<file path="config.mk">
export PLATFORM = sky130hd
export DESIGN_NAME = alu_compare_branch_unit
export DESIGN_NICKNAME = d
export VERILOG_FILES = /design/src/rtl/acbu_pkg.sv /design/src/rtl/acbu_iter.sv /design/src/rtl/acbu_seq.sv /design/src/rtl/alu_compare_branch_unit.sv
export VERILOG_INCLUDE_DIRS = /design/src /design/src/rtl
export SDC_FILE = /design/constraint.sdc
export NUM_CORES = 1
export LEC_CHECK = 0
export BUFFER_PORTS_ARGS = -buffer_cell sky130_fd_sc_hd__buf_2
export CORE_MARGIN = 4
export CORE_UTILIZATION = 50
export CTS_BUF_LIST = sky130_fd_sc_hd__clkbuf_8
export CTS_CLUSTER_DIAMETER = 200
export CTS_CLUSTER_SIZE = 28
export DETAILED_ROUTE_END_ITERATION = 8
export PLACE_DENSITY = 0.71
export SLEW_MARGIN = 10
export SYNTH_ARGS = -nofsm -noshare
export SYNTH_HDL_FRONTEND = slang
export SYNTH_SLANG_ARGS = --single-unit
export TNS_END_PERCENT = 20
</file>
<file path="constraint.sdc">
create_clock -name clk -period 9.45 [get_ports clk]
set_clock_uncertainty 0.2 [all_clocks]
set_input_delay 2.835 -clock clk [delete_from_list [all_inputs] [get_ports clk]]
set_output_delay 2.835 -clock clk [all_outputs]
set_load 0.05 [all_outputs]
</file>
<file path="src/rtl/alu_compare_branch_unit_assert.svh">
// assertion macros included by alu_compare_branch_unit.sv
`ifndef ALU_COMPARE_BRANCH_UNIT_ASSERT_SVH
`define ALU_COMPARE_BRANCH_UNIT_ASSERT_SVH

`ifndef SYNTHESIS

`define ACBU_ASSERT(lbl, clk, rst_n, prop, msg) \
    lbl: assert property (@(posedge clk) disable iff (!rst_n) (prop)) else $error(msg);

`define ACBU_ASSERT_NEXT(lbl, clk, rst_n, ante, cons, msg) \
    lbl: assert property (@(posedge clk) disable iff (!rst_n) (ante) |=> (cons)) \
        else $error(msg);

`else

`define ACBU_ASSERT(lbl, clk, rst_n, prop, msg)

`define ACBU_ASSERT_NEXT(lbl, clk, rst_n, ante, cons, msg)

`endif

`endif

</file>
<file path="src/rtl/acbu_pkg.sv">
package acbu_pkg;

    localparam int DATA_W = 32;
    localparam int OP_W   = 5;
    localparam int FLAG_W = 5;
    localparam int CNT_W  = 5;

    localparam logic [CNT_W-1:0] ITER_LAST = CNT_W'(DATA_W - 1);

    localparam int FLAG_EQ  = 0;
    localparam int FLAG_GT  = 1;
    localparam int FLAG_LT  = 2;
    localparam int FLAG_SGT = 3;
    localparam int FLAG_SLT = 4;

    localparam logic [DATA_W-1:0] MASK8  = 32'h0000_00FF;
    localparam logic [DATA_W-1:0] MASK16 = 32'h0000_FFFF;

    typedef enum logic [OP_W-1:0] {
        OP_PASS   = 5'd0,
        OP_MASK8  = 5'd1,
        OP_MASK16 = 5'd2,
        OP_SEXT8  = 5'd3,
        OP_SEXT16 = 5'd4,
        OP_ADD    = 5'd5,
        OP_SUB    = 5'd6,
        OP_MUL    = 5'd7,
        OP_DIV    = 5'd8,
        OP_MOD    = 5'd9,
        OP_MIN    = 5'd10,
        OP_MAX    = 5'd11,
        OP_LNOT   = 5'd12,
        OP_CMP    = 5'd13,
        OP_JMP    = 5'd14,
        OP_JE     = 5'd15,
        OP_JNE    = 5'd16,
        OP_JA     = 5'd17,
        OP_JSA    = 5'd18,
        OP_JB     = 5'd19,
        OP_JSB    = 5'd20
    } op_t;

    typedef enum logic [1:0] {
        LK_MUL,
        LK_DIV,
        LK_MOD
    } long_kind_t;

    typedef enum logic [1:0] {
        ST_IDLE,
        ST_ITER,
        ST_FIN
    } state_t;

    typedef struct packed {
        logic       load;
        logic       step;
        long_kind_t kind;
    } iter_ctrl_t;

    typedef struct packed {
        logic busy;
        logic fin;
    } seq_status_t;

endpackage

</file>
<file path="src/rtl/acbu_iter.sv">
module acbu_iter
    import acbu_pkg::*;
(
    input  logic              clk,
    input  logic              rst_n,
    input  iter_ctrl_t        ctrl,
    input  logic [DATA_W-1:0] load_a,
    input  logic [DATA_W-1:0] load_b,
    output logic [DATA_W-1:0] iter_result
);

    logic [DATA_W-1:0] acc_reg, acc_next;
    logic [DATA_W-1:0] q_reg, q_next;
    logic [DATA_W-1:0] b_reg, b_next;
    long_kind_t        kind_reg, kind_next;

    logic [DATA_W:0] add_x;
    logic [DATA_W:0] add_y;
    logic            add_cin;
    logic [DATA_W:0] add_sum;
    logic            is_div;

    assign is_div = (kind_reg != LK_MUL);

    // one shared adder: shift-add for multiply, trial subtract for divide
    always_comb
    begin
        if (is_div)
        begin
            add_x   = {acc_reg, q_reg[DATA_W-1]};
            add_y   = ~{1'b0, b_reg};
            add_cin = 1'b1;
        end
        else
        begin
            add_x   = {1'b0, acc_reg[DATA_W-2:0], 1'b0};
            add_y   = {1'b0, b_reg};
            add_cin = 1'b0;
        end
        add_sum = add_x + add_y + {{DATA_W{1'b0}}, add_cin};
    end

    always_comb
    begin
        acc_next  = acc_reg;
        q_next    = q_reg;
        b_next    = b_reg;
        kind_next = kind_reg;
        if (ctrl.load)
        begin
            acc_next  = '0;
            q_next    = load_a;
            b_next    = load_b;
            kind_next = ctrl.kind;
        end
        else if (ctrl.step)
        begin
            if (is_div)
            begin
                if (!add_sum[DATA_W])
                begin
                    acc_next = add_sum[DATA_W-1:0];
                    q_next   = {q_reg[DATA_W-2:0], 1'b1};
                end
                else
                begin
                    acc_next = add_x[DATA_W-1:0];
                    q_next   = {q_reg[DATA_W-2:0], 1'b0};
                end
            end
            else
            begin
                acc_next = q_reg[DATA_W-1] ? add_sum[DATA_W-1:0] : add_x[DATA_W-1:0];
                q_next   = {q_reg[DATA_W-2:0], 1'b0};
            end
        end
    end

    always_ff @(posedge clk or negedge rst_n)
    begin
        if (!rst_n)
        begin
            kind_reg <= LK_MUL;
        end
        else
        begin
            kind_reg <= kind_next;
        end
    end

    always_ff @(posedge clk)
    begin
        acc_reg <= acc_next;
        q_reg   <= q_next;
        b_reg   <= b_next;
    end

    assign iter_result = (kind_reg == LK_DIV) ? q_reg : acc_reg;

endmodule

</file>
<file path="src/rtl/acbu_seq.sv">
module acbu_seq
    import acbu_pkg::*;
(
    input  logic        clk,
    input  logic        rst_n,
    input  logic        start,
    input  long_kind_t  start_kind,
    output iter_ctrl_t  ctrl,
    output seq_status_t status
);

    state_t            state_reg, state_next;
    logic [CNT_W-1:0]  cnt_reg, cnt_next;

    always_comb
    begin
        state_next = state_reg;
        cnt_next   = cnt_reg;
        case (state_reg)
            ST_IDLE:
            begin
                if (start)
                begin
                    state_next = ST_ITER;
                    cnt_next   = '0;
                end
            end
            ST_ITER:
            begin
                cnt_next = cnt_reg + 1'b1;
                if (cnt_reg == ITER_LAST)
                begin
                    state_next = ST_FIN;
                end
            end
            ST_FIN:
            begin
                state_next = ST_IDLE;
            end
            default:
            begin
                state_next = ST_IDLE;
            end
        endcase
    end

    always_comb
    begin
        ctrl.load   = 1'b0;
        ctrl.step   = 1'b0;
        ctrl.kind   = start_kind;
        status.busy = 1'b1;
        status.fin  = 1'b0;
        case (state_reg)
            ST_IDLE:
            begin
                ctrl.load   = start;
                status.busy = 1'b0;
            end
            ST_ITER:
            begin
                ctrl.step = 1'b1;
            end
            ST_FIN:
            begin
                status.fin = 1'b1;
            end
            default:
            begin
                status.busy = 1'b0;
            end
        endcase
    end

    always_ff @(posedge clk or negedge rst_n)
    begin
        if (!rst_n)
        begin
            state_reg <= ST_IDLE;
            cnt_reg   <= '0;
        end
        else
        begin
            state_reg <= state_next;
            cnt_reg   <= cnt_next;
        end
    end

endmodule

</file>
<file path="src/rtl/alu_compare_branch_unit.sv">
// execute unit: one operation per input transaction, one result transaction back.
// input channel: in_valid/in_ready with req_type, first_operand, second_operand.
// output channel: out_valid/out_ready with result_value, result_write, jump_taken,
// jump_target and divide_fault, held in an output register until taken.
// moves, masks, extends, add, sub, min, max, lnot, compare, jumps and divide by
// zero are done directly: the result is valid the cycle after acceptance, and
// a new transaction is taken every cycle while the receiver keeps up.
// multiply, divide and modulo run 32 passes through one shared 33-bit adder
// under a small sequencer, and in_ready stays low while the sequencer is busy.
// a transaction is accepted only when the output register is empty or being
// drained in the same cycle, so a stalled receiver holds in_ready low.
// compare updates the five kept flags; conditional jumps read them.
// reset clears the flags, the output valid and the sequencer.
module alu_compare_branch_unit
    import acbu_pkg::*;
(
    input  logic              clk,
    input  logic              rst_n,
    input  logic              in_valid,
    output logic              in_ready,
    input  logic [OP_W-1:0]   req_type,
    input  logic [DATA_W-1:0] first_operand,
    input  logic [DATA_W-1:0] second_operand,
    output logic              out_valid,
    input  logic              out_ready,
    output logic [DATA_W-1:0] result_value,
    output logic              result_write,
    output logic              jump_taken,
    output logic [DATA_W-1:0] jump_target,
    output logic              divide_fault
);

    `include "alu_compare_branch_unit_assert.svh"

    op_t               op;
    logic              accept;
    logic              long_op;
    long_kind_t        long_kind;
    logic              b_zero;
    iter_ctrl_t        ctrl;
    seq_status_t       status;
    logic [DATA_W-1:0] iter_result;

    logic [FLAG_W-1:0] flags_reg, flags_next;
    logic [FLAG_W-1:0] cmp_flags;

    logic [DATA_W-1:0] val;
    logic              wr;
    logic              jt;
    logic              fault;

    logic              out_valid_reg, out_valid_next;
    logic [DATA_W-1:0] value_reg, value_next;
    logic              write_reg, write_next;
    logic              taken_reg, taken_next;
    logic [DATA_W-1:0] target_reg, target_next;
    logic              fault_reg, fault_next;

    assign op       = op_t'(req_type);
    assign b_zero   = (second_operand == '0);
    assign in_ready = !status.busy && (!out_valid_reg || out_ready);
    assign accept   = in_valid && in_ready;
    assign long_op  = (op == OP_MUL) || ((op inside {OP_DIV, OP_MOD}) && !b_zero);

    always_comb
    begin
        case (op)
            OP_DIV:  long_kind = LK_DIV;
            OP_MOD:  long_kind = LK_MOD;
            default: long_kind = LK_MUL;
        endcase
    end

    acbu_seq u_seq (
        .clk        (clk),
        .rst_n      (rst_n),
        .start      (accept && long_op),
        .start_kind (long_kind),
        .ctrl       (ctrl),
        .status     (status)
    );

    acbu_iter u_iter (
        .clk         (clk),
        .rst_n       (rst_n),
        .ctrl        (ctrl),
        .load_a      (first_operand),
        .load_b      (second_operand),
        .iter_result (iter_result)
    );

    // signed order by flipping the sign bits
    always_comb
    begin
        cmp_flags           = '0;
        cmp_flags[FLAG_EQ]  = (first_operand == second_operand);
        cmp_flags[FLAG_GT]  = (first_operand > second_operand);
        cmp_flags[FLAG_LT]  = (first_operand < second_operand);
        cmp_flags[FLAG_SGT] = ({~first_operand[DATA_W-1], first_operand[DATA_W-2:0]} >
                               {~second_operand[DATA_W-1], second_operand[DATA_W-2:0]});
        cmp_flags[FLAG_SLT] = ({~first_operand[DATA_W-1], first_operand[DATA_W-2:0]} <
                               {~second_operand[DATA_W-1], second_operand[DATA_W-2:0]});
    end

    // short operations, computed combinationally
    always_comb
    begin
        val   = '0;
        wr    = 1'b0;
        jt    = 1'b0;
        fault = 1'b0;
        case (op)
            OP_PASS:
            begin
                val = second_operand;
                wr  = 1'b1;
            end
            OP_MASK8:
            begin
                val = second_operand & MASK8;
                wr  = 1'b1;
            end
            OP_MASK16:
            begin
                val = second_operand & MASK16;
                wr  = 1'b1;
            end
            OP_SEXT8:
            begin
                val = {{(DATA_W-8){second_operand[7]}}, second_operand[7:0]};
                wr  = 1'b1;
            end
            OP_SEXT16:
            begin
                val = {{(DATA_W-16){second_operand[15]}}, second_operand[15:0]};
                wr  = 1'b1;
            end
            OP_ADD:
            begin
                val = first_operand + second_operand;
                wr  = 1'b1;
            end
            OP_SUB:
            begin
                val = first_operand - second_operand;
                wr  = 1'b1;
            end
            OP_DIV, OP_MOD:
            begin
                fault = b_zero;
            end
            OP_MIN:
            begin
                val = (first_operand < second_operand) ? first_operand : second_operand;
                wr  = 1'b1;
            end
            OP_MAX:
            begin
                val = (first_operand > second_operand) ? first_operand : second_operand;
                wr  = 1'b1;
            end
            OP_LNOT:
            begin
                val = {{(DATA_W-1){1'b0}}, b_zero};
                wr  = 1'b1;
            end
            OP_JMP: jt = 1'b1;
            OP_JE:  jt = flags_reg[FLAG_EQ];
            OP_JNE: jt = !flags_reg[FLAG_EQ];
            OP_JA:  jt = flags_reg[FLAG_GT];
            OP_JSA: jt = flags_reg[FLAG_SGT];
            OP_JB:  jt = flags_reg[FLAG_LT];
            OP_JSB: jt = flags_reg[FLAG_SLT];
            default:
            begin
                val = '0;
            end
        endcase
    end

    always_comb
    begin
        flags_next = flags_reg;
        if (accept && (op == OP_CMP))
        begin
            flags_next = cmp_flags;
        end
    end

    always_comb
    begin
        out_valid_next = out_valid_reg;
        value_next     = value_reg;
        write_next     = write_reg;
        taken_next     = taken_reg;
        target_next    = target_reg;
        fault_next     = fault_reg;
        if (out_valid_reg && out_ready)
        begin
            out_valid_next = 1'b0;
        end
        if (status.fin)
        begin
            out_valid_next = 1'b1;
            value_next     = iter_result;
            write_next     = 1'b1;
            taken_next     = 1'b0;
            target_next    = '0;
            fault_next     = 1'b0;
        end
        else if (accept && !long_op)
        begin
            out_valid_next = 1'b1;
            value_next     = val;
            write_next     = wr;
            taken_next     = jt;
            target_next    = jt ? second_operand : '0;
            fault_next     = fault;
        end
    end

    always_ff @(posedge clk or negedge rst_n)
    begin
        if (!rst_n)
        begin
            flags_reg     <= '0;
            out_valid_reg <= 1'b0;
        end
        else
        begin
            flags_reg     <= flags_next;
            out_valid_reg <= out_valid_next;
        end
    end

    always_ff @(posedge clk)
    begin
        value_reg  <= value_next;
        write_reg  <= write_next;
        taken_reg  <= taken_next;
        target_reg <= target_next;
        fault_reg  <= fault_next;
    end

    assign out_valid    = out_valid_reg;
    assign result_value = value_reg;
    assign result_write = write_reg;
    assign jump_taken   = taken_reg;
    assign jump_target  = target_reg;
    assign divide_fault = fault_reg;

    `ACBU_ASSERT_NEXT(a_long_clears_out, clk, rst_n, accept && long_op, !out_valid_reg,
        "output register still full after a long transaction started")
    `ACBU_ASSERT(a_fin_out_empty, clk, rst_n, !status.fin || !out_valid_reg,
        "iterative result would overwrite a pending transaction")
    `ACBU_ASSERT(a_one_kind, clk, rst_n,
        !out_valid_reg || ($countones({write_reg, taken_reg, fault_reg}) <= 1),
        "result transaction mixes write, jump and fault")
    `ACBU_ASSERT_NEXT(a_flags_hold, clk, rst_n, !(accept && (op == OP_CMP)),
        flags_reg == $past(flags_reg), "flags changed without a compare")

endmodule

</file>
==> results.md <==
- Mapped Avg Cell Area: 8.34 um2
- Max Buffers Root-to-Sink: 2
- Complex-gate fraction of the synthesized area: 28.0%
- WHS Path Cells: 1
- Setup Buffers After CTS: 0
- # setup viols final: 0
- Area delta synth->final: 9.20%
- Post-synthesis simple-gate area fraction: 17.3%
- Wire per inst: 22.8 um
- Fin. Hold Viols: 0
- Worst Tran Pin Value: 1280 ps
- #FFs+latches synth: 178
- Levels on crit path: 4
- FILL cells: 2653
- Top post-synthesis cells by area: edfxtp_1, dfxtp_1, ha_1
- Synth top area share: 20.7%
- H-tree depth: 4
- CP cell instances: buf_2, inv_1, a21oi_1, buf_2
- Port bufs: 141
- Number of iterations in the first detailed-routing pass: 6
- Area leader, netlist: edfxtp_1
- Unique masters post-synth: 91
- Critical-path maximum fanout: 5
- Core ar.: 27200 um2
- Chip width: 175 um
- Post-Syn Nets: 1847
- Initial core utilization: 51.3%
- Hold/Removal Path Class: flop to flop
- Worst-skew pair later-pin latency: 460 ps
- Final core occ: 56.0%
- CTS tree: yes
- DRT Wirelength: 48700 um
- Clock Tree Root: clkbuf_8
- Synth Flop Type: edfxtp_1
- R2R cell count: 15
- Crit-path max cell delay: 340 ps
- VDD IR max: 0.000102 V
- Layout cells sized above 1: 13.3%
- Period utilization: 70.7%
- Post-route antenna net violation count: 0
- Cell Pwr Density: 223 nW/um2
- Total congestion overflow: 0
- Antenna violations before repair: 0
- Post-DP HPWL: 36800 um
- Xor/xnor share of the synthesized area: 4.21%
- Mapped Cells: 1671
- Family with the most delay on the worst path: buffers and inverters
- Vias in the first global route: 12900
- Netlist Area Pre-Place: 13900 um2
- Leakage power: 6.42 nW
- Via count: 13800
- Storage element area: 4600 um2
- MaxCap Viol Count: 0
- Rel. slew slack: 13.7%
- Critical Path Start Type: input port
- Critical path buffers and inverters: 3
- First-pass GRT wire length: 75200 um
- Setup TNS: 0 ps
- Die Y: 175 um
- Post-synth EDFFs: 96
- Inserted Diodes: 0
- Drt drc: 0
- CTS clk-pin slew, worst paths: 100 ps
- Rows: 60
- Fmax: 150 MHz
- Total CTS buffers: 17
- Vias/cell: 6.47
- Cts hold-fix bufs: 0
- Multiplexer share of the synthesized area: 2.41%
- Largest family of logic cells by synthesized area: compound AO/OA/AOI/OAI gates
- Sequential cell area fraction in the yosys report: 33.0%
- I/O pin cnt: 142
- Minimum clock period: 6680 ps
- Area occupied by multi-input gates: 8590 um2
- CP required: 6420 ps
- Critical Path AT: 3640 ps
- Largest net degree at the start of global routing: 71
- Status: finished clean
- # nets final: 1925
- Asr flop ratio synth: 8.43%
- GRT Overall Usage: 31.0%
- Slowest stage cell on the critical path: a21oi_1
- Slew Limit Fails: 0
- RSZ-0062 raised after global routing: no
- Sink Count: 178
- Most used cell, CP: buf_2
- Die ar.: 30600 um2
- YS warnings: 0
- Post-Synth Adder-Cell Area: 9.41%
- Routability cong.: 0.964
- Drt first-iter violations: 1832
- Crit Path Class: input port to primary output
- Cts repair resizes: 0
- Nature of the critical path endpoint: primary output
[layer usage]
metal  track usage, %  wire length (um)  share of wire [%]
met1             45.8             21600                 44
met2             46.8             21300                 44
met3             5.24              4540                9.3
met4             9.00              1240                2.6
met5                0                 0                  0
[synthesized netlist by cell type, types with 7 or more instances]
| library cell | number |
|---|---|
| ha_1 | 100 |
| nor3_1 | 32 |
| o22ai_1 | 9 |
| dfxtp_1 | 67 |
| xor2_1 | 14 |
| a22oi_1 | 16 |
| nor4_1 | 16 |
| a21o_1 | 20 |
| nand2b_1 | 14 |
| xnor2_1 | 53 |
| a221o_1 | 17 |
| a21oi_1 | 125 |
| nand3_1 | 31 |
| o221ai_1 | 12 |
| o21bai_1 | 12 |
| a211oi_1 | 24 |
| buf_2 | 22 |
| mux2i_1 | 28 |
| a31o_2 | 10 |
| a31oi_1 | 35 |
| edfxtp_1 | 96 |
| o31ai_1 | 9 |
| and3_1 | 12 |
| a311oi_1 | 8 |
| and2_1 | 7 |
| o211ai_1 | 12 |
| inv_1 | 93 |
| nor2_1 | 110 |
| a22o_1 | 35 |
| dfrtp_1 | 15 |
| nand2_1 | 262 |
| o21a_1 | 18 |
| nor2b_1 | 11 |
| or3_1 | 8 |
| o21ai_0 | 93 |
| nand4_1 | 20 |
| a221oi_1 | 24 |
| clkbuf_1 | 67 |
[logic make-up (layout without fill, tap and decap cells)]
logic type | Yosys count | in the layout
flip-flops | 178 | 178
multiplexers | 32 | 32
XOR/XNOR | 67 | 67
buffers and inverters | 194 | 285
AND/OR/NAND/NOR | 541 | 541
AO/OA/AOI/OAI | 556 | 556
adder cells (fa/ha/maj) | 103 | 103
[placed cells by master, fill, tap and decap left out, types with 24 or more instances in the layout]
cell	Yosys	routed
nand2_1	262	262
xnor2_1	53	53
dfxtp_1	67	67
mux2i_1	28	28
a21oi_1	125	125
a22o_1	35	35
edfxtp_1	96	96
nor3_1	32	30
o21ai_0	93	93
a211oi_1	24	24
inv_1	93	98
buf_2	22	141
nor2_1	110	108
a221oi_1	24	24
nand3_1	31	31
ha_1	100	99
a31oi_1	35	35
[power breakdown]
part           internal [W]  switching, W
Combinational      0.000602       0.00112
Sequential          0.00100      0.000150
Clock              0.000238      0.000286
[metrics by stage]
stage | instances | total power, W | area [um2] | hold slack [ps] | setup WS [ps]
floorplan | 1671 | 0.00239 | 13900 | 244 | 2630
global placement | 2102 | 0.00281 | 14800 | 258 | 2790
detailed placement | 2102 | 0.00284 | 14800 | 262 | 2740
CTS | 2134 | 0.00336 | 15200 | 284 | 2790
global route | 2134 | 0.00361 | 15200 | 294 | 2750
finish | 2134 | 0.00340 | 15200 | 286 | 2770
[worst paths after layout]
kind | start | slack, ps | endpoint
max in group asynchronous | rst_n | 6620 | flags_reg[0]
worst max-delay path | out_ready | 2770 | in_ready
worst min register to register | jump_target[22] | 290 | jump_target[22]
min in group asynchronous | rst_n | 2110 | out_valid
worst min-delay path | jump_target[22] | 290 | jump_target[22]
worst max register to register | u_iter.kind_reg[0] | 4820 | u_iter.acc_reg[4]
[area by class of cell]
class / count / area share (%)
tap: 372 / 3.06
clock buffer: 18 / 1.63
multi-input combinational: 1299 / 56.4
clock inverter: 14 / 0.822
inverter: 93 / 2.29
sequential: 178 / 30.2
timing repair buffer: 160 / 5.57
Note: power is estimated with default switching activity, not from simulation.
